File: config.mk
export PLATFORM = sky130hd
export DESIGN_NAME = nfc_frame_builder_lsb_first
export DESIGN_NICKNAME = d
export VERILOG_FILES = /design/src/rtl/nfcfb_pkg.sv /design/src/rtl/nfcfb_framer.sv /design/src/rtl/nfcfb_emitter.sv /design/src/rtl/nfc_frame_builder_lsb_first.sv
export SDC_FILE = /design/constraint.sdc
export NUM_CORES = 1
export LEC_CHECK = 0
export BUFFER_PORTS_ARGS = -buffer_cell sky130_fd_sc_hd__buf_2
export CORE_MARGIN = 2
export CORE_UTILIZATION = 24
export DETAILED_ROUTE_END_ITERATION = 8
export PLACE_DENSITY_LB_ADDON = 0.2
export REMOVE_ABC_BUFFERS = 1
export SLEW_MARGIN = 40
export SYNTH_ARGS = -nofsm -noshare
export SYNTH_HDL_FRONTEND = slang
export SYNTH_SLANG_ARGS = --single-unit
File: constraint.sdc
create_clock -name clock -period 2.7 [get_ports clock]
set_clock_uncertainty 0.2 [all_clocks]
set_input_delay 0.135 -clock clock [delete_from_list [all_inputs] [get_ports clock]]
set_output_delay 0.135 -clock clock [all_outputs]
set_load 0.01 [all_outputs]
File: src/rtl/nfcfb_pkg.sv
// shared types, constants and the bit-reversal function of the frame builder
// no dependencies
package nfcfb_pkg;

   localparam logic [7:0] TFI_HOST      = 8'hD4;
   localparam logic [7:0] START_CODE_HI = 8'hFF;
   localparam logic [7:0] PAD_BYTE      = 8'h00;
   localparam logic [7:0] CMD_RESET     = 8'h01;

   // byte positions of one request's burst, in order of emission
   typedef enum logic [3:0] {
      SLOT_CMD,
      SLOT_PRE0,
      SLOT_PRE1,
      SLOT_START,
      SLOT_LEN,
      SLOT_LCS,
      SLOT_TFI,
      SLOT_DATA,
      SLOT_DCS,
      SLOT_POST
   } slot_type;

   // what one request emits
   typedef struct packed {
      logic       header;
      logic       data_en;
      logic       trailer;
      logic [7:0] cmd;
      logic [7:0] flen;
      logic [7:0] data;
      logic [7:0] dcs;
   } burst_type;

   function automatic logic [7:0] bit_rev(input logic [7:0] v);
      logic [7:0] x;
      x = ((v >> 1) & 8'h55) | ((v << 1) & 8'hAA);
      x = ((x >> 2) & 8'h33) | ((x << 2) & 8'hCC);
      x = ((x >> 4) & 8'h0F) | ((x << 4) & 8'hF0);
      return x;
   endfunction

endpackage

File: src/rtl/nfcfb_framer.sv
// frame tracking: byte count, length and checksum of the open frame
// depends on nfcfb_pkg; builds the burst descriptor for each accepted request
module nfcfb_framer (
   input  logic                 clock,
   input  logic                 reset,
   input  logic                 accept,
   input  logic [7:0]           data_byte,
   input  logic [7:0]           frame_length,
   input  logic [7:0]           write_command,
   output nfcfb_pkg::burst_type burst
);
   import nfcfb_pkg::*;

   logic [7:0] bytes_done_ff, bytes_done_in;
   logic [7:0] held_length_ff, held_length_in;
   logic [7:0] running_sum_ff, running_sum_in;
   logic [7:0] bytes_inc;

   assign bytes_inc = bytes_done_ff + 8'd1;

   always_comb begin
      bytes_done_in  = bytes_done_ff;
      held_length_in = held_length_ff;
      running_sum_in = running_sum_ff;
      burst.header   = 1'b0;
      burst.data_en  = 1'b1;
      burst.trailer  = 1'b0;
      burst.cmd      = write_command;
      burst.flen     = frame_length + 8'd1;
      burst.data     = data_byte;
      if (bytes_done_ff == 8'd0) begin
         burst.header = 1'b1;
         if (frame_length == 8'd0) begin
            // empty frame: header and trailer only
            running_sum_in = TFI_HOST;
            burst.data_en  = 1'b0;
            burst.trailer  = 1'b1;
         end else begin
            held_length_in = frame_length;
            running_sum_in = TFI_HOST + data_byte;
            burst.trailer  = (frame_length == 8'd1);
            bytes_done_in  = burst.trailer ? 8'd0 : 8'd1;
         end
      end else begin
         running_sum_in = running_sum_ff + data_byte;
         burst.trailer  = (bytes_inc == held_length_ff);
         bytes_done_in  = burst.trailer ? 8'd0 : bytes_inc;
      end
      burst.dcs = 8'd0 - running_sum_in;
   end

   always_ff @(posedge clock) begin
      if (reset) begin
         bytes_done_ff  <= 8'd0;
         held_length_ff <= 8'd0;
         running_sum_ff <= 8'd0;
      end else if (accept) begin
         bytes_done_ff  <= bytes_done_in;
         held_length_ff <= held_length_in;
         running_sum_ff <= running_sum_in;
      end
   end

endmodule

File: src/rtl/nfcfb_emitter.sv
// burst register, slot sequencer and output register of the frame builder
// depends on nfcfb_pkg; takes burst descriptors from nfcfb_framer
module nfcfb_emitter (
   input  logic                 clock,
   input  logic                 reset,
   input  logic                 load,
   input  nfcfb_pkg::burst_type burst_next,
   output logic                 load_ready,
   output logic                 rsp_valid,
   input  logic                 rsp_stall,
   output logic [7:0]           rsp_tx_byte,
   output logic                 rsp_run_last,
   output logic                 rsp_frame_end
);
   import nfcfb_pkg::*;

   burst_type  burst_ff;
   logic       busy_ff, busy_in;
   slot_type   slot_ff, slot_in, slot_step;
   logic       rsp_valid_ff, rsp_valid_in;
   logic [7:0] tx_byte_ff;
   logic       run_last_ff;
   logic       frame_end_ff;
   logic       out_free;
   logic       advance;
   logic       is_last;
   logic [7:0] raw_byte;

   assign out_free   = !rsp_valid_ff || !rsp_stall;
   assign advance    = busy_ff && out_free;
   assign is_last    = (slot_ff == (burst_ff.trailer ? SLOT_POST : SLOT_DATA));
   assign load_ready = !busy_ff || (advance && is_last);

   always_comb begin
      unique case (slot_ff)
         SLOT_CMD:   slot_step = SLOT_PRE0;
         SLOT_PRE0:  slot_step = SLOT_PRE1;
         SLOT_PRE1:  slot_step = SLOT_START;
         SLOT_START: slot_step = SLOT_LEN;
         SLOT_LEN:   slot_step = SLOT_LCS;
         SLOT_LCS:   slot_step = SLOT_TFI;
         SLOT_TFI:   slot_step = burst_ff.data_en ? SLOT_DATA : SLOT_DCS;
         SLOT_DATA:  slot_step = SLOT_DCS;
         SLOT_DCS:   slot_step = SLOT_POST;
         default:    slot_step = SLOT_POST;
      endcase
   end

   always_comb begin
      unique case (slot_ff)
         SLOT_CMD:   raw_byte = burst_ff.cmd;
         SLOT_PRE0:  raw_byte = PAD_BYTE;
         SLOT_PRE1:  raw_byte = PAD_BYTE;
         SLOT_START: raw_byte = START_CODE_HI;
         SLOT_LEN:   raw_byte = burst_ff.flen;
         SLOT_LCS:   raw_byte = 8'd0 - burst_ff.flen;
         SLOT_TFI:   raw_byte = TFI_HOST;
         SLOT_DATA:  raw_byte = burst_ff.data;
         SLOT_DCS:   raw_byte = burst_ff.dcs;
         default:    raw_byte = PAD_BYTE;
      endcase
   end

   always_comb begin
      busy_in = busy_ff;
      slot_in = slot_ff;
      if (load) begin
         busy_in = 1'b1;
         slot_in = burst_next.header ? SLOT_CMD : SLOT_DATA;
      end else if (advance) begin
         if (is_last) begin
            busy_in = 1'b0;
         end else begin
            slot_in = slot_step;
         end
      end
      rsp_valid_in = rsp_valid_ff;
      if (advance) begin
         rsp_valid_in = 1'b1;
      end else if (out_free) begin
         rsp_valid_in = 1'b0;
      end
   end

   always_ff @(posedge clock) begin
      if (reset) begin
         busy_ff      <= 1'b0;
         slot_ff      <= SLOT_CMD;
         rsp_valid_ff <= 1'b0;
      end else begin
         busy_ff      <= busy_in;
         slot_ff      <= slot_in;
         rsp_valid_ff <= rsp_valid_in;
      end
   end

   always_ff @(posedge clock) begin
      if (load) begin
         burst_ff <= burst_next;
      end
      if (advance) begin
         tx_byte_ff   <= bit_rev(raw_byte);
         run_last_ff  <= is_last;
         frame_end_ff <= (slot_ff == SLOT_POST);
      end
   end

   assign rsp_valid     = rsp_valid_ff;
   assign rsp_tx_byte   = tx_byte_ff;
   assign rsp_run_last  = run_last_ff;
   assign rsp_frame_end = frame_end_ff;

endmodule

File: src/rtl/nfc_frame_builder_lsb_first.sv
// Builds normal information frames for an NFC controller from payload requests and
// emits them as bit-reversed bytes for a least-significant-bit-first serial link.
// The first request of a frame carries the payload length and yields the write
// command, 00 00 FF, LEN, LCS, TFI D4 and its data byte; each later request yields
// its data byte; the last one adds DCS and a 00 postamble. A zero length yields the
// whole empty frame from one request. Each request yields between one and ten
// result bytes, one result byte per cycle unless rsp_stall is high; a request whose
// burst is one byte can then be taken every cycle, while header and trailer bursts
// hold off the next request until their last byte enters the output register. The
// burst and output registers let a new request enter while a result still waits.
// write_command resets to 01; users must write it only between frames, unchecked.
// depends on nfcfb_pkg, nfcfb_framer and nfcfb_emitter
module nfc_frame_builder_lsb_first (
   input  logic       clock,
   input  logic       reset,
   // payload requests
   input  logic       req_valid,
   output logic       req_stall,
   input  logic [7:0] req_data_byte,
   input  logic [7:0] req_frame_length,
   // serial byte results
   output logic       rsp_valid,
   input  logic       rsp_stall,
   output logic [7:0] rsp_tx_byte,
   output logic       rsp_run_last,
   output logic       rsp_frame_end,
   // command register write
   input  logic       csr_write_enable,
   input  logic [7:0] csr_write_data
);
   import nfcfb_pkg::*;

   logic [7:0] write_command_ff;
   logic       accept;
   logic       load_ready;
   burst_type  burst;

   // command byte register, sent unreversed into the burst
   always_ff @(posedge clock) begin
      if (reset) begin
         write_command_ff <= CMD_RESET;
      end else if (csr_write_enable) begin
         write_command_ff <= csr_write_data;
      end
   end

   // a request enters when the burst register is free or empties this cycle
   assign req_stall = !load_ready;
   assign accept    = req_valid && load_ready;

   // frame state and per-request burst descriptor
   nfcfb_framer u_framer (
      .clock         (clock),
      .reset         (reset),
      .accept        (accept),
      .data_byte     (req_data_byte),
      .frame_length  (req_frame_length),
      .write_command (write_command_ff),
      .burst         (burst)
   );

   // steps through the burst and drives the result channel
   nfcfb_emitter u_emitter (
      .clock         (clock),
      .reset         (reset),
      .load          (accept),
      .burst_next    (burst),
      .load_ready    (load_ready),
      .rsp_valid     (rsp_valid),
      .rsp_stall     (rsp_stall),
      .rsp_tx_byte   (rsp_tx_byte),
      .rsp_run_last  (rsp_run_last),
      .rsp_frame_end (rsp_frame_end)
   );

endmodule
# Word level (Yosys, flattened, before mapping)
# Index checks and enable logic that the tools add are counted.
[word_totals] reg_bits=82 latch_bits=0 ram_bits=0 romBits=0 out_inout_bits=12 elab_cells=82 mem_count=0
[op_classes] add_sub_neg=6 n_mul=0 div_mod_pow=0 magnitude_cmp=0 eq_ne=14 shift=0 n_mux=23 bitwise=4 n_reduce_logical=19
[ops] op="$pmux W8 S7" count=1
[ops] op="$mux W8" count=5
[ops] op="$pmux W4 S8" count=1
[ops] op="$mux W4" count=5
[ops] op="$add A8 B1 Y8 const B" count=2
[ops] op="$eq A4 B3 Y1 const B" count=4
[ops] op="$logic_not A8 Y1" count=2
[ops] op="$sub A1 B8 Y8 const A" count=2
[ops] op="$mux W1" count=9
[ops] op="$add A8 B8 Y8" count=1
[ops] op="$add A8 B8 Y8 const A" count=1
[ops] op="$eq A4 B2 Y1 const B" count=2
[ops] op="$eq A4 B4 Y1 const B" count=2
[ops] op="$eq A8 B1 Y1 const B" count=1
[ops] op="$eq A8 B8 Y1" count=1
[ops] op="$or A4 B8 Y8" count=1
[ops] op="$or A6 B8 Y8" count=1
[ops] op="$or A7 B8 Y8" count=1
[ops] op="$reduce_and A2 Y1" count=3
[ops] op="$reduce_bool A2 Y1" count=3
[ops] op="$eq A4 B1 Y1 const B" count=1
[ops] op="$eq A4 B4 Y1" count=1
[ops] op="$logic_not A1 Y1" count=4
[ops] op="$logic_not A4 Y1" count=1
[ops] op="7 further kinds" count=11

# Logic depth before layout (Yosys ltp)
# Gate-level depths: netlist of the first run.
[logic_depth] ltp_word=8 ltp_mapped=10 ltp_nobuf=10

# Cells and area by module
# A second synthesis of the first run with hierarchy kept.
[hier_totals] hier_cells=478 area_unflattened_um2=4674.5
[by_module_without_submodules] mod="nfcfb_emitter" n_inst=1 cells_each=168 area_each_um2=2214.6 seq_area_each_um2=1441.4
[by_module_without_submodules] mod="nfcfb_framer" n_inst=1 cells_each=282 area_each_um2=2159.6 seq_area_each_um2=480.5
[by_module_without_submodules] mod="nfc_frame_builder_lsb_first" n_inst=1 cells_each=28 area_each_um2=300.3 seq_area_each_um2=160.2

# Worst setup path before layout of the first run
# OpenSTA, ideal clock, no wires.
[synth_path] kind="flip-flop to flip-flop" startpoint="register u_framer.running_sum_ff[0]" endpoint="register u_emitter.burst_ff[7] in the netlist's numbering, data pin" setup_time_ns=0.266 arrival_time_ns=1.985 path_slack_ns=0.249 stages_incl_launch_ff=11 n_path_buf=0 path_cell_list="dfxtp_1 > ha_1 > inv_1 > fa_1 > nor2b_1 > o211ai_1 > a21boi_0 > mux2i_1 > o21ai_0 > nand3_1 > xor2_1"
[synth_rtl] element="start: declaration" line="nfcfb_framer.sv:16" source="logic [7:0] running_sum_ff, running_sum_in;"
[synth_rtl] element="start signal: assignment" line="nfcfb_framer.sv:60" source="running_sum_ff <= running_sum_in;"
[synth_rtl] element="end signal: assignment" line="nfcfb_emitter.sv:99" source="burst_ff <= burst_next;"
[synth_rtl] element="end: declaration" line="nfcfb_emitter.sv:17" source="burst_type burst_ff;"

==> impl_summary.log, run 1 <==
[metrics] area post-placement: 4890 um2
[metrics] die area: 19430 um2
[metrics] leakage power of the design: 2.042 nW
[metrics] Slew Limit Fails: 0
[metrics] power dissipated by switching net loads: 0.8624 mW
[metrics] Core Footprint: 17960 um2
[metrics] count of synthesis-stage warnings from yosys: 0
[metrics] antenna violations before repair: 0
[metrics] minimum clock period: 2.554 ns
[metrics] Avg Cell Area, Syn: 10.14 um2
[metrics] utilization of the core after routing: 30.31%
[metrics] clock latency on the worst-skew pair: 0.34 ns
[metrics] die span in y: 139.4 um
[metrics] WP data arrival: 2.44 ns
[metrics] number of global-route vias before repair: 3317
[metrics] share of total power in combinational logic: 18.0%
[metrics] overall routed net length: 10610 um
[metrics] clock transition at the registers of the reported paths: 0.06 ns
[metrics] clock tree from TritonCTS: done
[metrics] standard-cell row count: 49
[metrics] number of buffers inserted by port buffering: 40
[metrics] ys flop type: edfxtp_1
[metrics] share of flip-flops with an asynchronous set or reset: 0%
[metrics] headroom to the max-slew limit: 46.54%
[metrics] transition time of the tightest slew-check pin: 0.8019 ns
[metrics] Worst Setup Slack post-DPL: 0.1331 ns
[metrics] Worst IR Drop VDD: 0.0002778 V
[metrics] Max Clk Rate: 391.6 MHz
[metrics] fraction of the cycle the final worst path needs: 94.58%
[metrics] First-pass DRT Iterations: 4
[metrics] Avg Vias per Cell: 4.505
[metrics] Antenna Diode Count: 0
[metrics] Max Fanout on Critical Path: 4
[metrics] number of top-level pins: 41
[metrics] number of distinct library cells after synthesis: 63
[metrics] final cell count without fillers: 738
[metrics] number of setup violations in the final report: 0
[metrics] met1 track utilization from global routing: 15.46%
[metrics] CTS Buffer Depth: 2
[metrics] proportion of layout cells with a drive suffix above 1: 18.27%
[metrics] maximum number of pins on one net before global-route repair: 39
[metrics] most common cell after layout, fill and taps aside: nor2_1
[metrics] total grt overflow: 0
[metrics] depth of the CTS H-tree: 3
[metrics] horizontal die dimension: 139.4 um
[metrics] Mapped Area: 4399 um2
[metrics] wire length of the first global-routing pass: 17380 um
[metrics] average detailed-routed wire length per instance: 14.37 um
[metrics] sw frac: 27.23%
[metrics] status: complete, no violations
[metrics] post-synthesis instance total: 434
[metrics] clock group share of total power: 35.7%
[metrics] Clock Sink Count: 82
[metrics] initial cell density of the core: 24.49%
[metrics] number of enable-type register cells in the synthesized netlist: 44
[metrics] GR met2 Demand/Resource: 17.54%
[metrics] Area Growth Syn to Fin: 23.75%
[metrics] buffers inserted by post-CTS timing repair: 0
[metrics] startpoint-to-endpoint class of the critical path: input pin to flop
[metrics] crit start category: input pin
[metrics] critical path endpoint category: flop
[metrics] worst-case register-to-register setup slack: 0.15 ns
[metrics] routed vias: 3325
[metrics] commonest cells after routing, fill and taps aside: nor2_1, edfxtp_1, buf_2
[metrics] Final Instance Area: 5444 um2
[metrics] setup repair after global routing missed its margin: no
[metrics] antenna viol nets, final: 0
[metrics] DPL Wire Length: 7919 um
[metrics] initial DRC count: 205
[metrics] power share of the sequential group: 46.3%
[metrics] Power Density: 581.7 nW/um2
[metrics] internal power: 2.305 mW
[metrics] nets: 549
[metrics] TritonCTS buffer count: 9
[metrics] global placement routability congestion: 0.8335
[metrics] max-capacitance violation count: 0
[metrics] met3 global-route usage: 2.237%
[metrics] Seq/Total Area, Yosys: 47.33%
[metrics] final setup margin: 0.1463 ns
[metrics] worst min path class: input pin to flop
[metrics] final-report hold violation count: 0
[metrics] DR DRC count: 0
[metrics] root buf cell: clkbuf_16
[metrics] most utilized layer in the global route result: met2
[metrics] GRT Util Overall: 11.38%
[metrics] count of state elements after synthesis: 82
[metrics] number of cells in the design after placement: 697
[metrics] endpoint required time on the critical path: 2.59 ns
-- critical path, stage by stage --
cell,delay (ns)
dlygate4sd3_1,0.51
buf_2,0.16
inv_1,0.07
fa_1,0.45
xnor2_1,0.15
a21oi_1,0.13
a31o_2,0.18
nand3_2,0.13
nor3b_4,0.24
nand3_1,0.12
xor2_1,0.16
-- final timing paths --
path,startpoint,end,depth (start not counted)
setup / recovery,req_data_byte[1],u_emitter.burst_ff[7],11
setup reg to reg,u_framer.bytes_done_ff[0],u_emitter.burst_ff[7],9
hold / removal,rsp_stall,u_emitter.rsp_valid,4
hold reg to reg,write_command_ff[0],u_emitter.burst_ff[24],0
-- power groups by stage --
stage | combinational [mW] | clock (mW) | sequential (mW)
global placement | 0.532 | 0 | 1.49
CTS | 0.564 | 1.17 | 1.47
floorplan | 0.330 | 0 | 1.50
global route | 0.637 | 1.23 | 1.48
finish | 0.569 | 1.13 | 1.47
detailed placement | 0.533 | 0 | 1.50
-- flip-flops by register name (all words and copies together), names as in the netlist, 4 cells and up --
name                     flops
write_command_ff             8
u_emitter.burst_ff          34
u_framer.held_length_ff      8
u_framer.running_sum_ff      8
u_emitter.rsp_tx_byte        8
u_framer.bytes_done_ff       8
u_emitter.slot_ff            4
-- per-layer routing --
metal / routed length, um / share of wire, % / vias to the layer above
met4: 259 / 2.4 / 0
met3: 355 / 3.3 / 19
met2: 4875 / 46 / 55
met1: 5114 / 48 / 1544
met5: 0 / 0 / -
li1: - / - / 1707
-- what timing repair did --
action / CTS / global route
hold buffers: 25 / 0
endpoints found under the setup margin: 0 / 12
endpoints found under the hold margin: 30 / 0
resized for setup: 0 / 10
-- final cells by class --
type                       count  area (um2)
fill                        1900       12520
tap                          229       286.5
clock inverter                 6       32.53
inverter                      17       63.81
timing repair buffer          79       555.5
multi-input combinational    315        2183
clock buffer                  10       239.0
sequential                    82        2083
-- kinds of logic after synthesis --
group	count (synthesis)	synth area share, %
xor+xnor	36	7.167
fa+ha+maj	16	4.721
flops	82	47.33
simple gates	149	17.29
compound gates	91	14.50
buf+inv	37	3.754
mux	23	5.233
-- cell usage after synthesis, drive strengths merged, types with 3 or more instances --
| cell type | count | area [um2] |
|---|---|---|
| and2 | 4 | 25.02 |
| nor3b | 4 | 35.03 |
| nor3 | 8 | 45.04 |
| mux2i | 23 | 230.2 |
| a32oi | 5 | 43.79 |
| nor2 | 53 | 209.0 |
| a31oi | 11 | 98.84 |
| o221ai | 5 | 43.79 |
| o31ai | 3 | 22.52 |
| dfxtp | 38 | 760.7 |
| clkbuf | 8 | 30.03 |
| nand3 | 23 | 125.1 |
| inv | 17 | 63.81 |
| o21a | 3 | 22.52 |
| o21ai | 20 | 103.9 |
| a22oi | 3 | 27.52 |
| xor2 | 19 | 166.4 |
| a211oi | 6 | 45.04 |
| buf | 12 | 71.32 |
| ha | 15 | 187.7 |
| nand2 | 35 | 131.4 |
| nor2b | 4 | 25.02 |
| and3 | 3 | 20.02 |
| a21oi | 17 | 88.84 |
| o211ai | 6 | 45.04 |
| o21bai | 3 | 22.52 |
| edfxtp | 44 | 1321 |
| nand2b | 3 | 18.77 |
| xnor2 | 17 | 148.9 |
-- per-stage QoR --
| step | total power, mW | hold slack, ns | TNS, ns |
|---|---|---|---|
| after floorplan | 1.826 | 0.004066 | -13.91 |
| after detailed placement | 2.029 | 0.1581 | 0 |
| after CTS | 3.200 | 0.0002539 | 0 |
| after global placement | 2.025 | 0.1460 | 0 |
| final | 3.167 | 0.004919 | 0 |
| after global routing | 3.342 | 0.005644 | 0 |
No activity file was read; power rests on OpenSTA's default activity.
==> run 2: changes to the inputs <==
Settings changed: CORE_ASPECT_RATIO set to 1.2.
==> run 2 against run 1 <==
Setup slack got worse by 0.016 ns. Hold slack improved by 0.0083 ns. Combinational power rose by 0.7%. Largest cell class unchanged. Highest routed layer unchanged. First-iteration DRC count fell by 14%. Global-route usage rose by 0.34 points. Maximum frequency fell by 0.61%. Sequential share of layout area fell by 0.44 points. Sequential cell count did not move. Critical path depth fell by 2. Clock-buffer cell count did not move.
==> impl_summary.log, run 2 (same netlist as run 1, synthesis figures left out) <==
[metrics] Max Clk Rate: 389.2 MHz (was 391.6 MHz)
[metrics] DR DRC count: 0 (unchanged)
[metrics] number of flip-flops under the largest register name: 34 (unchanged)
[metrics] Max Fanout on Critical Path: 6 (was 4)
[metrics] number of buffers inserted by port buffering: 40 (unchanged)
[metrics] antenna violations before repair: 0 (unchanged)
[metrics] nets: 550 (was 549)
[metrics] transition time of the tightest slew-check pin: 0.8182 ns (was 0.8019 ns)
[metrics] First-pass DRT Iterations: 4 (unchanged)
[metrics] critical path endpoint category: flop (unchanged)
[metrics] die span in y: 152.3 um (was 139.4 um)
[metrics] maximum number of pins on one net before global-route repair: 39 (unchanged)
[metrics] Slew Limit Fails: 0 (unchanged)
[metrics] minimum clock period: 2.570 ns (was 2.554 ns)
[metrics] most utilized layer in the global route result: met2 (unchanged)
[metrics] WP data arrival: 2.45 ns (was 2.44 ns)
[metrics] Clock Sink Count: 82 (unchanged)
[metrics] wire length of the first global-routing pass: 17960 um (was 17380 um)
[metrics] Final Instance Area: 5504 um2 (was 5444 um2)
[metrics] max-capacitance violation count: 0 (unchanged)
[metrics] endpoint required time on the critical path: 2.58 ns (was 2.59 ns)
[metrics] Power Density: 602.6 nW/um2 (was 581.7 nW/um2)
[metrics] number of filler instances in the final layout: 1905 (was 1900)
[metrics] Area Growth Syn to Fin: 25.11% (was 23.75%)
[metrics] GRT Util Overall: 11.72% (was 11.38%)
[metrics] met1 track utilization from global routing: 13.92% (was 15.46%)
[metrics] TritonCTS buffer count: 9 (unchanged)
[metrics] final-report hold violation count: 0 (unchanged)
[metrics] area post-placement: 4888 um2 (was 4890 um2)
[metrics] status: complete, no violations (unchanged)
[metrics] headroom to the max-slew limit: 45.45% (was 46.54%)
[metrics] leakage power of the design: 2.063 nW (was 2.042 nW)
[metrics] clock tree from TritonCTS: done (unchanged)
[metrics] Worst IR Drop VDD: 0.0002927 V (was 0.0002778 V)
[metrics] met3 global-route usage: 1.931% (was 2.237%)
[metrics] clock transition at the registers of the reported paths: 0.06 ns (about the same)
[metrics] startpoint-to-endpoint class of the critical path: input pin to flop (unchanged)
[metrics] routed vias: 3367 (was 3325)
[metrics] total grt overflow: 0 (unchanged)
[metrics] most common cell after layout, fill and taps aside: nor2_1 (unchanged)
[metrics] DPL Wire Length: 8112 um (was 7919 um)
[metrics] fraction of the cycle the final worst path needs: 95.17% (was 94.58%)
[metrics] Core Footprint: 18110 um2 (was 17960 um2)
[metrics] Antenna Diode Count: 0 (unchanged)
[metrics] number of setup violations in the final report: 0 (unchanged)
[metrics] Avg Vias per Cell: 4.587 (was 4.505)
[metrics] die area: 19430 um2 (about the same)
[metrics] standard-cell row count: 54 (was 49)
[metrics] root buf cell: clkbuf_16 (unchanged)
[metrics] crit start category: input pin (unchanged)
[metrics] CTS Buffer Depth: 2 (unchanged)
[metrics] total power draw: 3.317 mW (was 3.167 mW)
[metrics] initial DRC count: 177 (was 205)
[metrics] depth of the CTS H-tree: 3 (unchanged)
[metrics] proportion of layout cells with a drive suffix above 1: 18.63% (was 18.27%)
[metrics] setup repair after global routing missed its margin: no (unchanged)
[metrics] antenna viol nets, final: 0 (unchanged)
[metrics] initial cell density of the core: 24.30% (was 24.49%)
[metrics] commonest cells after routing, fill and taps aside: nor2_1, edfxtp_1, buf_2 (unchanged)
[metrics] largest register by flop count: u_emitter.burst_ff (unchanged)
[metrics] average detailed-routed wire length per instance: 14.79 um (was 14.37 um)
[metrics] horizontal die dimension: 127.6 um (was 139.4 um)
[metrics] number of global-route vias before repair: 3524 (was 3317)
[metrics] global placement routability congestion: 0.8577 (was 0.8335)
[metrics] GR met2 Demand/Resource: 19.79% (was 17.54%)
[metrics] clock latency on the worst-skew pair: 0.33 ns (was 0.34 ns)
[metrics] number of top-level pins: 41 (unchanged)
[metrics] overall routed net length: 10860 um (was 10610 um)
[metrics] worst min path class: input pin to flop (unchanged)
## run 2: what timing repair did
item	4_1_cts	5_1_grt
resized for setup	0	13
setup endpoints to repair	0	21
hold buffers	26	0
buffers inserted	0	1
hold endpoints to repair	31	0
## run 2: worst max-delay path, stage by stage
cell and delay [ns]:
dlygate4sd3_1 0.53, buf_2 0.17, nor4_4 0.36, and3_2 0.30
nor2_2 0.08, a22oi_2 0.31, nor3b_2 0.28, nand3_1 0.13
xor2_1 0.16
## run 2: area by class of cell
cell class,instances,area (um2),share of cell area (%)
clock inverters,6,63.81,1.159
clock buffers,10,250.2,4.546
flip-flops and latches,82,2082,37.83
multi-input cells,315,2186,39.71
repair buffers,80,578.1,10.50
inverters,17,63.81,1.159
well taps,224,280.3,5.092
## run 2: through the flow
stage	std cells	TNS [ns]	utilization (%)	hold WS, ns	worst slack [ns]
detailed placement	691	0	27.00	0.1493	0.02220
floorplan	414	-13.91	-	0.004066	-0.6174
global route	734	0	30.40	0.03698	0.005448
global placement	691	0	27.00	0.1456	0.06510
finish	734	0	30.40	0.01323	0.1305
CTS	733	0	30.17	0.006967	0.01047
## run 2: worst paths after layout
check,from,end,slack [ns],cells past startpoint
max reg2reg,u_framer.running_sum_ff[0],u_emitter.burst_ff[7],0.18,10
min,csr_write_enable,write_command_ff[0],0.01,2
min reg2reg,write_command_ff[7],u_emitter.burst_ff[31],0.24,0
max,req_frame_length[2],u_emitter.burst_ff[7],0.13,9
## run 2: per-layer routing
metal | share of wire [%] | wire, um
met1 | 44 | 4788
met2 | 50 | 5444
met3 | 2.0 | 218
met4 | 3.7 | 405
met5 | 0 | 0
## run 2: where the power goes
group / internal [mW] / total (mW) / switching [mW]
logic: 0.244 / 0.573 / 0.329
clock network: 0.771 / 1.28 / 0.507
registers: 1.42 / 1.47 / 0.0445
total: 2.44 / 3.32 / 0.880
==> run 3: changes to the inputs <==
Settings changed: BUFFER_PORTS_ARGS -buffer_cell sky130_fd_sc_hd__buf_2 to -buffer_cell sky130_fd_sc_hd__clkbuf_2.
Clock period 2.7 ns to 2.4 ns, I/O delays scaled along.
==> run 3 against run 2 <==
The run now ends with setup timing left. Sequential share of layout area decreased by 2.6 points. Die area unchanged. Global-route usage shrank 0.28 points. Cell area rose by 7.4%. Combinational power increased by 34%. Routed wire length is 1.3% higher. Critical endpoint is now u_emitter.burst_ff[5].
==> impl_summary.log, run 3 (same netlist as run 1, synthesis figures left out) <==
[metrics] status: finished, violations left (was complete, no violations)
[metrics] failing checks: setup timing
[metrics] final setup margin: -0.04959 ns (was 0.1305 ns)
[metrics] Core Footprint: 18110 um2 (unchanged)
[metrics] Worst IR Drop VDD: 0.0003094 V (was 0.0002927 V)
[metrics] average detailed-routed wire length per instance: 14.14 um (was 14.79 um)
[metrics] startpoint of the most critical hold path: req_frame_length[2] (was csr_write_enable)
[metrics] global placement routability congestion: 0.8097 (was 0.8577)
[metrics] Max Clk Rate: 408.2 MHz
[metrics] Max Fanout on Critical Path: 4 (was 6)
[metrics] initial cell density of the core: 24.30% (unchanged)
[metrics] maximum number of pins on one net before global-route repair: 46 (was 39)
[metrics] Antenna Diode Count: 0 (unchanged)
[metrics] initial DRC count: 174 (was 177)
[metrics] library cell contributing the largest single delay on the critical path: fa_2 (was dlygate4sd3_1)
[metrics] DPL Wire Length: 8250 um (was 8112 um)
[metrics] depth of the CTS H-tree: 3 (unchanged)
[metrics] number of buffers inserted by port buffering: 40 (unchanged)
[metrics] headroom to the max-slew limit: 67.10% (was 45.45%)
[metrics] clock transition at the registers of the reported paths: 0.06 ns (about the same)
[metrics] worst setup path startpoint: u_framer.running_sum_ff[0] (was req_frame_length[2])
[metrics] clock tree from TritonCTS: done (unchanged)
[metrics] number of cells in the design after placement: 730 (was 691)
[metrics] routed vias: 3500 (was 3367)
[metrics] fraction of the cycle the final worst path needs: 102.1%
[metrics] number of setup violations in the final report: 3 (was 0)
[metrics] setup repair after global routing missed its margin: yes (was no)
[metrics] worst reg2reg startpoint: u_framer.running_sum_ff[0] (unchanged)
[metrics] worst stage delay on the critical path: 0.38 ns (was 0.53 ns)
[metrics] cell breakdown of the critical path: ha_4 > inv_2 > fa_2 > nor2b_2 > o22ai_2 > xor2_1 > o21ai_2 > nor3b_2 > buf_4 > buf_4 > xor2_1 (was dlygate4sd3_1 > buf_2 > nor4_4 > and3_2 > nor2_2 > a22oi_2 > nor3b_2 > nand3_1 > xor2_1)
[metrics] First-pass DRT Iterations: 4 (unchanged)
[metrics] die area: 19430 um2 (unchanged)
[metrics] share of total power in combinational logic: 19.6% (was 17.3%)
[metrics] delay-heaviest family, CP: adder cells (was simple AND/OR/NAND/NOR gates)
[metrics] largest register by flop count: u_emitter.burst_ff (unchanged)
[metrics] worst min path class: input pin to flop (unchanged)
[metrics] proportion of layout cells with a drive suffix above 1: 27.08% (was 18.63%)
[metrics] Slew Limit Fails: 0 (unchanged)
[metrics] horizontal die dimension: 127.6 um (unchanged)
[metrics] Area Growth Syn to Fin: 34.33% (was 25.11%)
[metrics] number of flip-flops under the largest register name: 34 (unchanged)
[metrics] endpoint required time on the critical path: 2.29 ns (was 2.58 ns)
[metrics] clock group share of total power: 38.3% (was 38.5%)
[metrics] most common cell after layout, fill and taps aside: buf_4 (was nor2_1)
[metrics] internal power: 2.907 mW (was 2.436 mW)
[metrics] antenna viol nets, final: 0 (unchanged)
[metrics] number of top-level pins: 41 (unchanged)
[metrics] CTS Buffer Depth: 2 (unchanged)
[metrics] GRT Util Overall: 11.44% (was 11.72%)
[metrics] nets: 594 (was 550)
[metrics] leakage power of the design: 2.314 nW (was 2.063 nW)
[metrics] Worst Setup Slack post-DPL: -0.1107 ns (was 0.02220 ns)
[metrics] standard-cell row count: 54 (unchanged)
[metrics] sw frac: 25.67% (was 26.55%)
[metrics] DR DRC count: 0 (unchanged)
[metrics] power dissipated by switching net loads: 1.004 mW (was 0.8804 mW)
[metrics] startpoint-to-endpoint class of the critical path: flop to flop (was input pin to flop)
[metrics] root buf cell: clkbuf_16 (unchanged)
[metrics] minimum clock period: 2.450 ns
[metrics] buffering stage count on the worst path with inverters included: 3 (was 2)
[metrics] total grt overflow: 0 (unchanged)
[metrics] wire length of the first global-routing pass: 17730 um (was 17960 um)
[metrics] critical path endpoint category: flop (unchanged)
[metrics] commonest cells after routing, fill and taps aside: buf_4, nor2_1, edfxtp_1 (was nor2_1, edfxtp_1, buf_2)
[metrics] antenna violations before repair: 0 (unchanged)
[metrics] transition time of the tightest slew-check pin: 0.4935 ns (was 0.8182 ns)
[metrics] overall routed net length: 11000 um (was 10860 um)
[metrics] Avg Vias per Cell: 4.499 (was 4.587)
[metrics] power share of the sequential group: 42.1% (was 44.2%)
[metrics] Clock Sink Count: 82 (unchanged)
[metrics] Power Density: 661.9 nW/um2 (was 602.6 nW/um2)
[metrics] die span in y: 152.3 um (unchanged)
[metrics] number of global-route vias before repair: 3519 (was 3524)
[metrics] TritonCTS buffer count: 9 (unchanged)
[metrics] crit start category: flop (was input pin)
[metrics] clock latency on the worst-skew pair: 0.33 ns (about the same)
[metrics] WP data arrival: 2.34 ns (was 2.45 ns)
[metrics] final cell count without fillers: 778 (was 734)
[metrics] final-report hold violation count: 0 (unchanged)
[metrics] max-capacitance violation count: 0 (unchanged)
-- run 3: cell types whose count changed in the layout (fill, tap and decap cells not counted), moves of 2 or more --
cell / change
buf_4: +43
buf_2: -40
clkbuf_2: +39
ha_1: -3
dfxtp_1: -2
dfxtp_2: +2
ha_2: +2
-- run 3: layout make-up --
class                           instances  area (um2)
Sequential cell                        82        2085
Clock buffer                           10       239.0
Fill cell                            1872       12200
Multi-Input combinational cell        315        2237
Inverter                               17       63.81
Clock inverter                          6       90.09
Tap cell                              224       280.3
Timing Repair Buffer                  124       914.6
-- run 3: metrics by stage --
stage / hold WS [ns] / setup TNS, ns / total power, mW / instance area (um2) / utilization [%]
global route: 0.02937 / -0.5805 / 4.122 / 5909 / 32.64
floorplan: -0.01093 / -28.73 / 2.054 / 4298 / -
CTS: 0.007193 / 0 / 3.935 / 5811 / 32.09
global placement: 0.1300 / -0.2326 / 2.352 / 5181 / 28.61
finish: 0.02057 / -0.07657 / 3.911 / 5909 / 32.64
detailed placement: 0.1408 / -0.3289 / 2.361 / 5184 / 28.63
-- run 3: worst register-to-register path, cell delays in order (launching register included) --
cell	delay, ns
dfxtp_2	0.35
ha_4	0.14
inv_2	0.04
fa_2	0.38
nor2b_2	0.16
o22ai_2	0.10
xor2_1	0.15
o21ai_2	0.22
nor3b_2	0.08
buf_4	0.13
buf_4	0.12
xor2_1	0.14
-- run 3: routing by layer --
metal	global-route usage (%)	wire (um)	vias to the layer above	part of all wire, %
li1	-	-	1805	-
met3	2.107	294	15	2.7
met2	20.45	5599	43	51
met4	4.343	240	0	2.2
met1	13.47	4866	1637	44
met5	0	0	-	0
-- run 3: path summary, 6_finish.rpt --
| path | slack [ns] | depth (start not counted) | endpoint |
|---|---|---|---|
| worst max-delay path | -0.05 | 11 | u_emitter.burst_ff[5] |
| worst min-delay path | 0.02 | 4 | u_framer.held_length_ff[2] |
| worst max register to register | -0.05 | 11 | u_emitter.burst_ff[5] |
| worst min register to register | 0.24 | 0 | u_emitter.burst_ff[24] |
-- run 3: repair_timing --
action | 4_1_cts | 5_1_grt
pin swaps | 2 | 7
gates resized for setup | 9 | 19
gates cloned | 0 | 0
hold endpoints to repair | 29 | 0
buffers inserted | 0 | 6
hold buffers | 26 | 0
endpoints found under the setup margin | 7 | 10
-- run 3: power by group through the flow --
stage | logic (mW) | clock network [mW] | registers (mW)
3_3_place_gp | 0.676 | 0 | 1.68
5_1_grt | 0.846 | 1.62 | 1.66
2_1_floorplan | 0.371 | 0 | 1.68
4_1_cts | 0.731 | 1.56 | 1.65
6_report | 0.765 | 1.50 | 1.65
3_5_place_dp | 0.682 | 0 | 1.68
